`config.mk`:
```
export PLATFORM = sky130hd
export DESIGN_NAME = bresenham_line_rasterizer_core
export DESIGN_NICKNAME = d
export VERILOG_FILES = /design/src/design/blr_pkg.sv /design/src/design/blr_ctrl.sv /design/src/design/blr_datapath.sv /design/src/design/bresenham_line_rasterizer_core.sv
export SDC_FILE = /design/constraint.sdc
export NUM_CORES = 1
export LEC_CHECK = 0
export BUFFER_PORTS_ARGS = -buffer_cell sky130_fd_sc_hd__buf_2
export CAP_MARGIN = 10
export CORE_ASPECT_RATIO = 1.1
export CORE_MARGIN = 5
export CORE_UTILIZATION = 60
export DETAILED_ROUTE_END_ITERATION = 16
export PLACE_DENSITY = 0.84
export SLEW_MARGIN = 15
export SYNTH_ARGS = -nofsm -noshare
export SYNTH_HDL_FRONTEND = slang
export SYNTH_HIERARCHICAL = 1
export SYNTH_SLANG_ARGS = --single-unit
```
`constraint.sdc`:
```
create_clock -name clk -period 5.85 [get_ports clk]
set_clock_uncertainty 0.05 [all_clocks]
set_input_delay 0.585 -clock clk [delete_from_list [all_inputs] [get_ports clk]]
set_output_delay 0.585 -clock clk [all_outputs]
set_load 0.01 [all_outputs]
```
`src/design/blr_pkg.sv`:
```
package blr_pkg;

  // Fixed field widths of the line command and the pixel result.
  localparam int COORD_W = 6;
  localparam int COLOR_W = 8;
  localparam int CANVAS_W = 7;
  localparam int CFG_ADDR_W = 1;

  // Error term and its doubled form, wide enough for any octant on the grid.
  localparam int ERR_W = COORD_W + 3;
  localparam int E2_W = ERR_W + 1;

  // Register indexes of the configuration port.
  localparam logic [CFG_ADDR_W-1:0] REG_CANVAS_WIDTH = 1'b0;
  localparam logic [CFG_ADDR_W-1:0] REG_CANVAS_HEIGHT = 1'b1;

  // Reset value of both canvas dimensions.
  localparam logic [CANVAS_W-1:0] CANVAS_RESET = 7'd64;

  // Commands from the controller to the datapath.
  typedef struct packed {
    logic load;
    logic step;
  } blr_cmd_t;

  // Status from the datapath to the controller.
  typedef struct packed {
    logic at_end;
  } blr_sts_t;

endpackage

```
`src/design/blr_ctrl.sv`:
```
module blr_ctrl
  import blr_pkg::*;
(
  input  logic     clk,
  input  logic     rst_n,
  input  logic     in_tvalid,
  output logic     in_tready,
  output logic     out_tvalid,
  input  logic     out_tready,
  output blr_cmd_t cmd,
  input  blr_sts_t sts
);

  localparam logic ST_IDLE = 1'b0;
  localparam logic ST_DRAW = 1'b1;

  logic state_r;
  logic state_nxt;

  // Handshake outputs follow the state directly.
  assign in_tready  = (state_r == ST_IDLE);
  assign out_tvalid = (state_r == ST_DRAW);
  assign cmd.load   = in_tvalid && in_tready;
  assign cmd.step   = out_tvalid && out_tready;

  // Idle waits for a command; draw walks the line one pixel per transfer.
  always_comb begin
    state_nxt = state_r;
    unique case (state_r)
      ST_IDLE: begin
        if (cmd.load) begin
          state_nxt = ST_DRAW;
        end
      end
      ST_DRAW: begin
        if (cmd.step && sts.at_end) begin
          state_nxt = ST_IDLE;
        end
      end
      default: state_nxt = ST_IDLE;
    endcase
  end

  always_ff @(posedge clk) begin
    if (!rst_n) begin
      state_r <= ST_IDLE;
    end else begin
      state_r <= state_nxt;
    end
  end

endmodule

```
`src/design/blr_datapath.sv`:
```
module blr_datapath
  import blr_pkg::*;
#(
  parameter int GRID_SIZE = 64
) (
  input  logic                  clk,
  input  logic                  rst_n,
  input  blr_cmd_t              cmd,
  output blr_sts_t              sts,
  input  logic                  cfg_we,
  input  logic [CFG_ADDR_W-1:0] cfg_addr,
  input  logic [CANVAS_W-1:0]   cfg_wdata,
  input  logic [COORD_W-1:0]    start_x,
  input  logic [COORD_W-1:0]    start_y,
  input  logic [COORD_W-1:0]    end_x,
  input  logic [COORD_W-1:0]    end_y,
  input  logic [COLOR_W-1:0]    color,
  output logic [COORD_W-1:0]    pixel_x,
  output logic [COORD_W-1:0]    pixel_y,
  output logic [COLOR_W-1:0]    pixel_color,
  output logic                  visible,
  output logic                  last
);

  localparam logic [COORD_W-1:0] MAX_COORD = COORD_W'(GRID_SIZE - 1);

  logic [CANVAS_W-1:0] canvas_w_r;
  logic [CANVAS_W-1:0] canvas_h_r;

  logic [COORD_W-1:0] x_r, y_r, xe_r, ye_r;
  logic [COORD_W-1:0] dx_r, dy_r;
  logic               sx_neg_r, sy_neg_r;
  logic [ERR_W-1:0]   err_r;
  logic [COLOR_W-1:0] color_r;

  logic [COORD_W-1:0] cx0, cy0, cx1, cy1;
  logic [COORD_W-1:0] ldx, ldy;
  logic signed [E2_W-1:0] e2, neg_dy, pos_dx;
  logic               move_x, move_y;
  logic [ERR_W-1:0]   err_nxt;

  // Canvas size registers; writes to other indexes fall through.
  always_ff @(posedge clk) begin
    if (!rst_n) begin
      canvas_w_r <= CANVAS_RESET;
      canvas_h_r <= CANVAS_RESET;
    end else if (cfg_we) begin
      case (cfg_addr)
        REG_CANVAS_WIDTH:  canvas_w_r <= cfg_wdata;
        REG_CANVAS_HEIGHT: canvas_h_r <= cfg_wdata;
        default: ;
      endcase
    end
  end

  // Saturate endpoints to the grid and form the deltas for the load.
  assign cx0 = (start_x > MAX_COORD) ? MAX_COORD : start_x;
  assign cy0 = (start_y > MAX_COORD) ? MAX_COORD : start_y;
  assign cx1 = (end_x > MAX_COORD) ? MAX_COORD : end_x;
  assign cy1 = (end_y > MAX_COORD) ? MAX_COORD : end_y;
  assign ldx = (cx1 > cx0) ? (cx1 - cx0) : (cx0 - cx1);
  assign ldy = (cy1 > cy0) ? (cy1 - cy0) : (cy0 - cy1);

  // One Bresenham step: compare the doubled error against both deltas.
  assign e2     = {err_r[ERR_W-1], err_r} <<< 1;
  assign neg_dy = -$signed({{(E2_W-COORD_W){1'b0}}, dy_r});
  assign pos_dx = $signed({{(E2_W-COORD_W){1'b0}}, dx_r});
  assign move_x = (e2 > neg_dy);
  assign move_y = (e2 < pos_dx);
  assign err_nxt = err_r
                 - (move_x ? {{(ERR_W-COORD_W){1'b0}}, dy_r} : {ERR_W{1'b0}})
                 + (move_y ? {{(ERR_W-COORD_W){1'b0}}, dx_r} : {ERR_W{1'b0}});

  // Walker registers: loaded by a command, advanced on each pixel transfer.
  always_ff @(posedge clk) begin
    if (cmd.load) begin
      x_r      <= cx0;
      y_r      <= cy0;
      xe_r     <= cx1;
      ye_r     <= cy1;
      dx_r     <= ldx;
      dy_r     <= ldy;
      sx_neg_r <= !(cx0 < cx1);
      sy_neg_r <= !(cy0 < cy1);
      err_r    <= {{(ERR_W-COORD_W){1'b0}}, ldx} - {{(ERR_W-COORD_W){1'b0}}, ldy};
      color_r  <= color;
    end else if (cmd.step) begin
      err_r <= err_nxt;
      if (move_x) begin
        x_r <= sx_neg_r ? (x_r - 1'b1) : (x_r + 1'b1);
      end
      if (move_y) begin
        y_r <= sy_neg_r ? (y_r - 1'b1) : (y_r + 1'b1);
      end
    end
  end

  // Current pixel and its flags.
  assign last        = (x_r == xe_r) && (y_r == ye_r);
  assign sts.at_end  = last;
  assign pixel_x     = x_r;
  assign pixel_y     = y_r;
  assign pixel_color = color_r;
  assign visible     = ({1'b0, x_r} < canvas_w_r) && ({1'b0, y_r} < canvas_h_r);

endmodule

```
`src/design/bresenham_line_rasterizer_core.sv`:
```
// The first pixel is offered in the cycle after a command transfer.
// A command is loaded on its transfer, then the single error-term stepper gives
// max(dx,dy)+1 pixels at one pixel per cycle while out_tready is high.
// Reset (synchronous, active low) returns the controller to idle and sets
// the canvas to 64 columns by 64 rows.
module bresenham_line_rasterizer_core
  import blr_pkg::*;
#(
  parameter int GRID_SIZE = 64
) (
  input  logic                  clk,
  input  logic                  rst_n,
  // in_tdata: start_x[5:0], start_y[11:6], end_x[17:12], end_y[23:18], color[31:24]
  input  logic                  in_tvalid,
  output logic                  in_tready,
  input  logic [31:0]           in_tdata,
  // out_tdata: pixel_x[5:0], pixel_y[11:6], pixel_color[19:12], zero fill[23:20]
  output logic                  out_tvalid,
  input  logic                  out_tready,
  output logic [23:0]           out_tdata,
  // out_tuser: visible[0]
  output logic                  out_tuser,
  output logic                  out_tlast,
  input  logic                  cfg_we,
  input  logic [CFG_ADDR_W-1:0] cfg_addr,
  input  logic [CANVAS_W-1:0]   cfg_wdata
);

  blr_cmd_t cmd;
  blr_sts_t sts;

  logic [COORD_W-1:0] pixel_x, pixel_y;
  logic [COLOR_W-1:0] pixel_color;

  blr_ctrl u_ctrl (
    .clk        (clk),
    .rst_n      (rst_n),
    .in_tvalid  (in_tvalid),
    .in_tready  (in_tready),
    .out_tvalid (out_tvalid),
    .out_tready (out_tready),
    .cmd        (cmd),
    .sts        (sts)
  );

  blr_datapath #(
    .GRID_SIZE (GRID_SIZE)
  ) u_datapath (
    .clk         (clk),
    .rst_n       (rst_n),
    .cmd         (cmd),
    .sts         (sts),
    .cfg_we      (cfg_we),
    .cfg_addr    (cfg_addr),
    .cfg_wdata   (cfg_wdata),
    .start_x     (in_tdata[5:0]),
    .start_y     (in_tdata[11:6]),
    .end_x       (in_tdata[17:12]),
    .end_y       (in_tdata[23:18]),
    .color       (in_tdata[31:24]),
    .pixel_x     (pixel_x),
    .pixel_y     (pixel_y),
    .pixel_color (pixel_color),
    .visible     (out_tuser),
    .last        (out_tlast)
  );

  assign out_tdata = {4'b0000, pixel_color, pixel_y, pixel_x};

  // A command is never taken while a line is still being drawn.
  assert property (@(posedge clk) disable iff (!rst_n)
    out_tvalid |-> !in_tready)
    else $error("command accepted during drawing");

  // A command transfer starts the pixel stream on the next cycle.
  assert property (@(posedge clk) disable iff (!rst_n)
    (in_tvalid && in_tready) |=> out_tvalid)
    else $error("no pixel after command");

  // Transferring the end point returns the block to idle.
  assert property (@(posedge clk) disable iff (!rst_n)
    (out_tvalid && out_tready && out_tlast) |=> (in_tready && !out_tvalid))
    else $error("not idle after last pixel");

  // A pixel that is not the end point keeps the stream going.
  assert property (@(posedge clk) disable iff (!rst_n)
    (out_tvalid && out_tready && !out_tlast) |=> out_tvalid)
    else $error("stream stopped before end point");

endmodule
```
Word-level counts from Yosys, hierarchy flattened

Index checks and enable logic that the tools add are counted.

Input port bits: 45
Bits in registers: 70

Order comparisons: 12
Add/sub/neg operators: 12
Equality and inequality tests: 2
Mux-type cells: 21
Reductions and logical operators: 14
Bitwise operators: 2

Operator list:

| operator                                         | number |
|---|---|
| two-way mux 6 bit                                | 16 |
| > comparator 6 bit, second input constant        | 4 |
| subtractor 6 bit                                 | 4 |
| two-way mux 9 bit                                | 2 |
| less-than comparator 6 x 7 -> 1 bit              | 2 |
| adder 6 x 1 -> 6 bit, second input constant      | 2 |
| equality test 6 bit                              | 2 |
| > comparator 6 bit                               | 2 |
| less-than comparator 6 bit                       | 2 |
| subtractor 6 x 1 -> 6 bit, second input constant | 2 |
| > comparator 10 bit                              | 1 |
| less-than comparator 10 x 7 -> 1 bit             | 1 |
| negator 6 -> 10 bit                              | 1 |
| adder 9 bit                                      | 1 |
| subtractor 9 bit                                 | 1 |
| AND reduction 2 bit                              | 4 |
| subtractor 6 x 6 -> 7 bit                        | 1 |
| nonzero test 2 bit                               | 3 |
| logical AND 1 bit                                | 5 |
| zero test 1 bit                                  | 2 |
| two-way mux 1 bit                                | 2 |
| inverter 1 bit                                   | 2 |
| one-hot mux 1 bit (2 select lines)               | 1 |

Longest topological paths before layout

Depth after elaboration: 7
Depth in mapped cells: 20

Hierarchy

The synthesis kept the hierarchy.

Modules (own cells, without submodules):

| module                         | cells an instance | times used | area an instance (um^2) |
|---|---|---|---|
| blr_datapath                   | 629               | 1          | 5844.4 |
| blr_ctrl                       | 6                 | 1          | 55.1 |
| bresenham_line_rasterizer_core | 5                 | 1          | 33.8 |

Worst setup path before layout

Ideal clock, no wire load.

Kind: flip-flop to flip-flop
Start: register u_datapath.dy_r[1]
End: register u_datapath.err_r[8] (data pin)
Buffers on the path: 1
Slack: 1247 ps
Arrival: 4294 ps
Stages on the path, launching flop included: 19
Data required time: 5540 ps
Library setup time: 260 ps
Cell sequence: edfxtp_1 or2_1 or4_1 xnor2_1 ha_1 nand4_1 a21oi_1 o31ai_1 and4b_1 clkbuf_1 nor4_1 fa_1 inv_1 fa_1 a211oi_1 o21bai_1 a31oi_1 mux2i_1 nand2_1

Word-level cells in the longest chain between the ends: 7

Ends and longest elaborated chain:

| item                     | line               | text |
|---|---|---|
| start: declaration       | blr_datapath.sv:31 | `logic [COORD_W-1:0] dx_r, dy_r;` |
| start signal: assignment | blr_datapath.sv:82 | `dy_r <= ldy;` |
| negator 6 -> 10 bit      | blr_datapath.sv:66 | `assign neg_dy = -$signed({{(E2_W-COORD_W){1'b0}}, dy_r});` |
| > comparator 10 bit      | blr_datapath.sv:68 | `assign move_x = (e2 > neg_dy);` |
| two-way mux 6 bit (*)    | blr_datapath.sv:71 | `- (move_x ? {{(ERR_W-COORD_W){1'b0}}, dy_r} : {ERR_W{1'b0}})` |
| subtractor 9 bit (*)     | blr_datapath.sv:71 |  |
| adder 9 bit (*)          | blr_datapath.sv:72 | `+ (move_y ? {{(ERR_W-COORD_W){1'b0}}, dx_r} : {ERR_W{1'b0}});` |
| two-way mux 9 bit (*)    | blr_datapath.sv:87 | `end else if (cmd.step) begin` |
| two-way mux 9 bit (*)    | blr_datapath.sv:76 | `if (cmd.load) begin` |
| end signal: assignment   | blr_datapath.sv:85 | `err_r <= {{(ERR_W-COORD_W){1'b0}}, ldx} - {{(ERR_W-COORD_W){1'b0}}, ldy};` |
| end signal: assignment   | blr_datapath.sv:88 | `err_r <= err_nxt;` |
| end: declaration         | blr_datapath.sv:33 | `logic [ERR_W-1:0] err_r;` |

Mark *: on every way between the ends. The rest lies on a longest branch, timed or not. The select of a mux whose other input is x is not followed.
A chain may end at the register's enable or synchronous reset.

Worst setup path in the final report

Ends and elaborated chain as after synthesis.

==> results.sh <==
export IMPL_status="complete, no violations"
export IMPL_totalNegativeSetupSlack_ns=0
export IMPL_clock_fmax_mhz=201
export IMPL_insertion_delay_ns=0.34
export IMPL_grt_first_pass_wirelength_um=22700
export IMPL_global_route_overflow_total=0
export IMPL_post_place_ws_ns=0.902
export IMPL_avgSynthCellArea_um2=9.27
export IMPL_combinational_family_with_the_most_area_after_synthesis="adder cells"
export IMPL_p_total_mw=2.65
export IMPL_die_w_um=105
export IMPL_regToRegStartpoint="u_datapath/dy_r[1]$_DFFE_PP_"
export IMPL_final_setup_worst_slack_ns=0.873
export IMPL_final_setup_viol_count=0
export IMPL_yosys_area_top_type="edfxtp_1"
export IMPL_worst_path_largest_cell_delay_ns=0.52
export IMPL_drt_antenna_violating_nets=0
export IMPL_wire_length_reported_by_the_detailed_router_um=13900
export IMPL_critical_path_cell_with_the_highest_stage_delay="fa_1"
export IMPL_post_synth_and_or_nand_nor_area_fraction=0.132
export IMPL_critical_path_top_delay_family="simple AND/OR/NAND/NOR gates"
export IMPL_antennaDiodeCount=0
export IMPL_ctsLongestPathBuffers=2
export IMPL_critical_path_endpoint_type="flop"
export IMPL_cts_resized=0
export IMPL_ys_warnings_count=6
export IMPL_fp_coreArea_um2=9750
export IMPL_hold_worst_slack_ns=0.366
export IMPL_std_cell_rows=38
export IMPL_fraction_of_final_layout_cells_with_drive_strength_greater_than_1=0.152
export IMPL_drt_pre_antenna_iters=6
export IMPL_p_per_area_nw_per_um2=410
export IMPL_yosys_register_bits=70
export IMPL_numClockSinks=70
export IMPL_timing_critical_path_buf_inv=1
export IMPL_critical_path_cell_count=17
export IMPL_ys_top_cells_by_area="edfxtp_1 (28%), ha_1 (15%), inv_1 (5.8%)"
export IMPL_yosysUniqueCellTypes=68
export IMPL_critical_path_peak_fanout=7
export IMPL_ir_worst_vdd_v=0.000221
export IMPL_required_ns=5.90
export IMPL_cp_cell_sequence="or2_1 -> or4_1 -> xnor2_1 -> ha_1 -> nand4_1 -> a21oi_1 -> o31ai_1 -> and4b_1 -> nor4_1 -> fa_1 -> inv_1 -> fa_1 -> a211oi_1 -> o21bai_1 -> a31oi_1 -> mux2i_1 -> nand2_1"
export IMPL_route_detailed_drc=0
export IMPL_routed_via_count=4804
export IMPL_place_port_buffers=68
export IMPL_syn_cell_area_um2=5930
export IMPL_maximum_number_of_pins_on_one_net_before_global_route_repair=50
export IMPL_numCtsBuffers=9
export IMPL_slew_worst_pin_ns=1.20
export IMPL_worst_r2r_setup_slack_ns=0.87
export IMPL_routedWlPerCell_um=17.2
export IMPL_finish_cell_count_without_fillers=804
export IMPL_worst_hold_path_class="in2reg"
export IMPL_floorplan_io_pins=73
export IMPL_synthDominantCellAreaShare=0.278
export IMPL_cts_hold_buf=0
export IMPL_critical_path_most_common_cell="fa_1"
export IMPL_rsz0062_at_grt="false"
export IMPL_reg2reg_to="u_datapath/err_r[8]$_DFFE_PP_"
export IMPL_timing_critical_path_from="u_datapath/dy_r[1]$_DFFE_PP_"
export IMPL_post_synth_inst_count=640
export IMPL_path_clk_slew_ns=0.07
export IMPL_cts_tree="done"
export IMPL_power_static_leakage_nw=2.97
export IMPL_area_growth_pct=8.73
export IMPL_grt_total_usage=0.233
export IMPL_finalHoldViolCount=0
export IMPL_synth_top_flop_cell="edfxtp_1"
export IMPL_fin_crit_ns=4.98
export IMPL_drt_first_iter_violations=346
export IMPL_first_global_vias=4953
export IMPL_design_die_area_um2=12000
export IMPL_post_route_period_util=0.851
export IMPL_timing_critical_path_arrival_ns=5.02
export IMPL_max_cap_violations=0
export IMPL_timing_setup_critical_path_class="reg2reg"
export IMPL_synth_mux_area_frac=0.0276
export IMPL_die_y_um=114
export IMPL_clock_tree_root_cell="clkbuf_8"
export IMPL_placed_cells_incl_taps=788
export IMPL_yosys_area_share_xor_xnor=0.0590
export IMPL_fin_nets=809
export IMPL_routed_via_density=5.98
export IMPL_setup_worst_path_start_class="flop"
export IMPL_initial_core_util=0.609
export IMPL_async_flop_share=0
export IMPL_ys_seq_area_frac=0.329
export IMPL_critPathCapture="u_datapath/err_r[8]$_DFFE_PP_"
export IMPL_number_of_antenna_violations_at_the_first_check_in_global_routing=0
export IMPL_synth_edff_count=55
export IMPL_globalplace_congestion=0.974
export IMPL_synth_compound_area_share=0.163
export IMPL_yosys_area_share_adder=0.196
export IMPL_h_tree_levels=3
export IMPL_post_cts_setup_buffer_count=0
export IMPL_reg2reg_depth=17
export IMPL_final_max_slew_violation_count=0
export IMPL_post_dp_hpwl_um=11100
export IMPL_slew_limit_headroom=0.191
[worst reg2reg max path: cells and delay by family, from the launching register on]
family,cells,cell delay (ns)
fa+ha+maj,3,1.29
compound gates,5,1.09
simple gates,6,1.43
flops,1,0.41
mux,1,0.23
buf+inv,1,0.07
xor+xnor,1,0.16
[registers in the layout (all words and copies together) (netlist names)]
name                    count
u_ctrl/out_tvalid           1
u_datapath/pixel_color      8
u_datapath/pixel_y          6
u_datapath/canvas_h_r       7
u_datapath/dx_r             6
u_datapath/pixel_x          6
u_datapath/err_r            9
u_datapath/dy_r             6
u_datapath/ye_r             6
u_datapath/canvas_w_r       7
u_datapath/sy_neg_r         1
u_datapath/xe_r             6
u_datapath/sx_neg_r         1
[metal layers]
| layer | wire (um) | vias to the layer above | global-route usage |
|---|---|---|---|
| li1 | - | 2287 | - |
| met1 | 5230 | 2265 | 0.259 |
| met2 | 7180 | 199 | 0.423 |
| met3 | 749 | 53 | 0.0271 |
| met4 | 703 | 0 | 0.142 |
| met5 | 0 | - | 0 |
[layout make-up]
type                       count  area (um^2)
clock buffer                  12          188
clock inverter                 4         23.8
multi-input combinational    437         3440
tap                          120          150
timing repair buffer          69          348
inverter                      92          345
fill                         768         3300
sequential                    70         1950
[kinds of logic (layout without fill, tap and decap cells)]
logic type                 after synthesis  in the layout
xor gates and xnor gates                40             40
DFF                                     70             70
buffers and inverters                  136            177
muxes                                   16             16
adders and majority gates               85             85
and+or+nand+nor                        149            149
other                                    1              4
AOI/OAI and AO/OA                      143            143
[cells in the final DEF (no fill, tap or decap), drive strengths merged, types with 4 or more instances in the layout]
| cell | Yosys | final |
|---|---|---|
| and3 | 7 | 7 |
| buf | 8 | 69 |
| edfxtp | 55 | 55 |
| fa | 13 | 13 |
| clkbuf | 36 | 12 |
| inv | 92 | 93 |
| nor3 | 14 | 14 |
| o21ai | 44 | 44 |
| mux2i | 13 | 13 |
| xor2 | 16 | 16 |
| o21bai | 5 | 5 |
| a21boi | 8 | 8 |
| nand4 | 10 | 10 |
| a211oi | 13 | 13 |
| nor2 | 17 | 17 |
| nand2 | 41 | 41 |
| nand2b | 7 | 7 |
| dfxtp | 15 | 15 |
| nor2b | 12 | 12 |
| a21oi | 26 | 26 |
| xnor2 | 24 | 24 |
| ha | 72 | 72 |
| a21o | 18 | 18 |
| conb | 1 | 4 |
| nand3 | 16 | 16 |
| o211ai | 4 | 4 |
[power by group]
part / leakage, nW / internal, mW / switching [mW]
Clock: 0.113 / 0.217 / 0.189
Combinational: 2.20 / 0.646 / 0.827
Sequential: 0.651 / 0.673 / 0.0926
Total: 2.97 / 1.54 / 1.11
[worst min path at each step]
stage / start / to / slack [ns] / depth (start not counted)
after floorplan: u_datapath/canvas_h_r[1]$_SDFFE_PN0P_ / u_datapath/canvas_h_r[1]$_SDFFE_PN0P_ / 0.39 / 2
after global placement: u_datapath/canvas_h_r[2]$_SDFFE_PN0P_ / u_datapath/canvas_h_r[2]$_SDFFE_PN0P_ / 0.40 / 2
after detailed placement: u_datapath/canvas_h_r[1]$_SDFFE_PN0P_ / u_datapath/canvas_h_r[1]$_SDFFE_PN0P_ / 0.41 / 2
after CTS: in_tdata[28] / u_datapath/pixel_color[4]$_DFFE_PP_ / 0.35 / 1
after global routing: in_tdata[31] / u_datapath/pixel_color[7]$_DFFE_PP_ / 0.35 / 1
final: in_tdata[28] / u_datapath/pixel_color[4]$_DFFE_PP_ / 0.37 / 1
[through the flow]
| step | util | instance area, um^2 |
|---|---|---|
| 2_1_floorplan | - | 5940 |
| 3_3_place_gp | 0.640 | 6240 |
| 3_5_place_dp | 0.640 | 6240 |
| 4_1_cts | 0.662 | 6450 |
| 5_1_grt | 0.662 | 6450 |
| 6_report | 0.662 | 6450 |
[Yosys cell counts (7+ instances only)]
master     n
a211oi_1  11
ha_1      72
a21o_1    18
xor2_1    16
dfxtp_1   15
nor3_1    14
nor2_1    17
o21ai_1    8
fa_1      13
a21boi_0   8
nand2b_1   7
nand3_1   16
inv_1     92
edfxtp_1  55
nor2b_1   12
nand4_1   10
o21ai_0   35
nand2_1   40
mux2i_1   13
and3_1     7
a21oi_1   24
xnor2_1   24
clkbuf_1  36
Note: power is estimated with default switching activity, not from simulation.
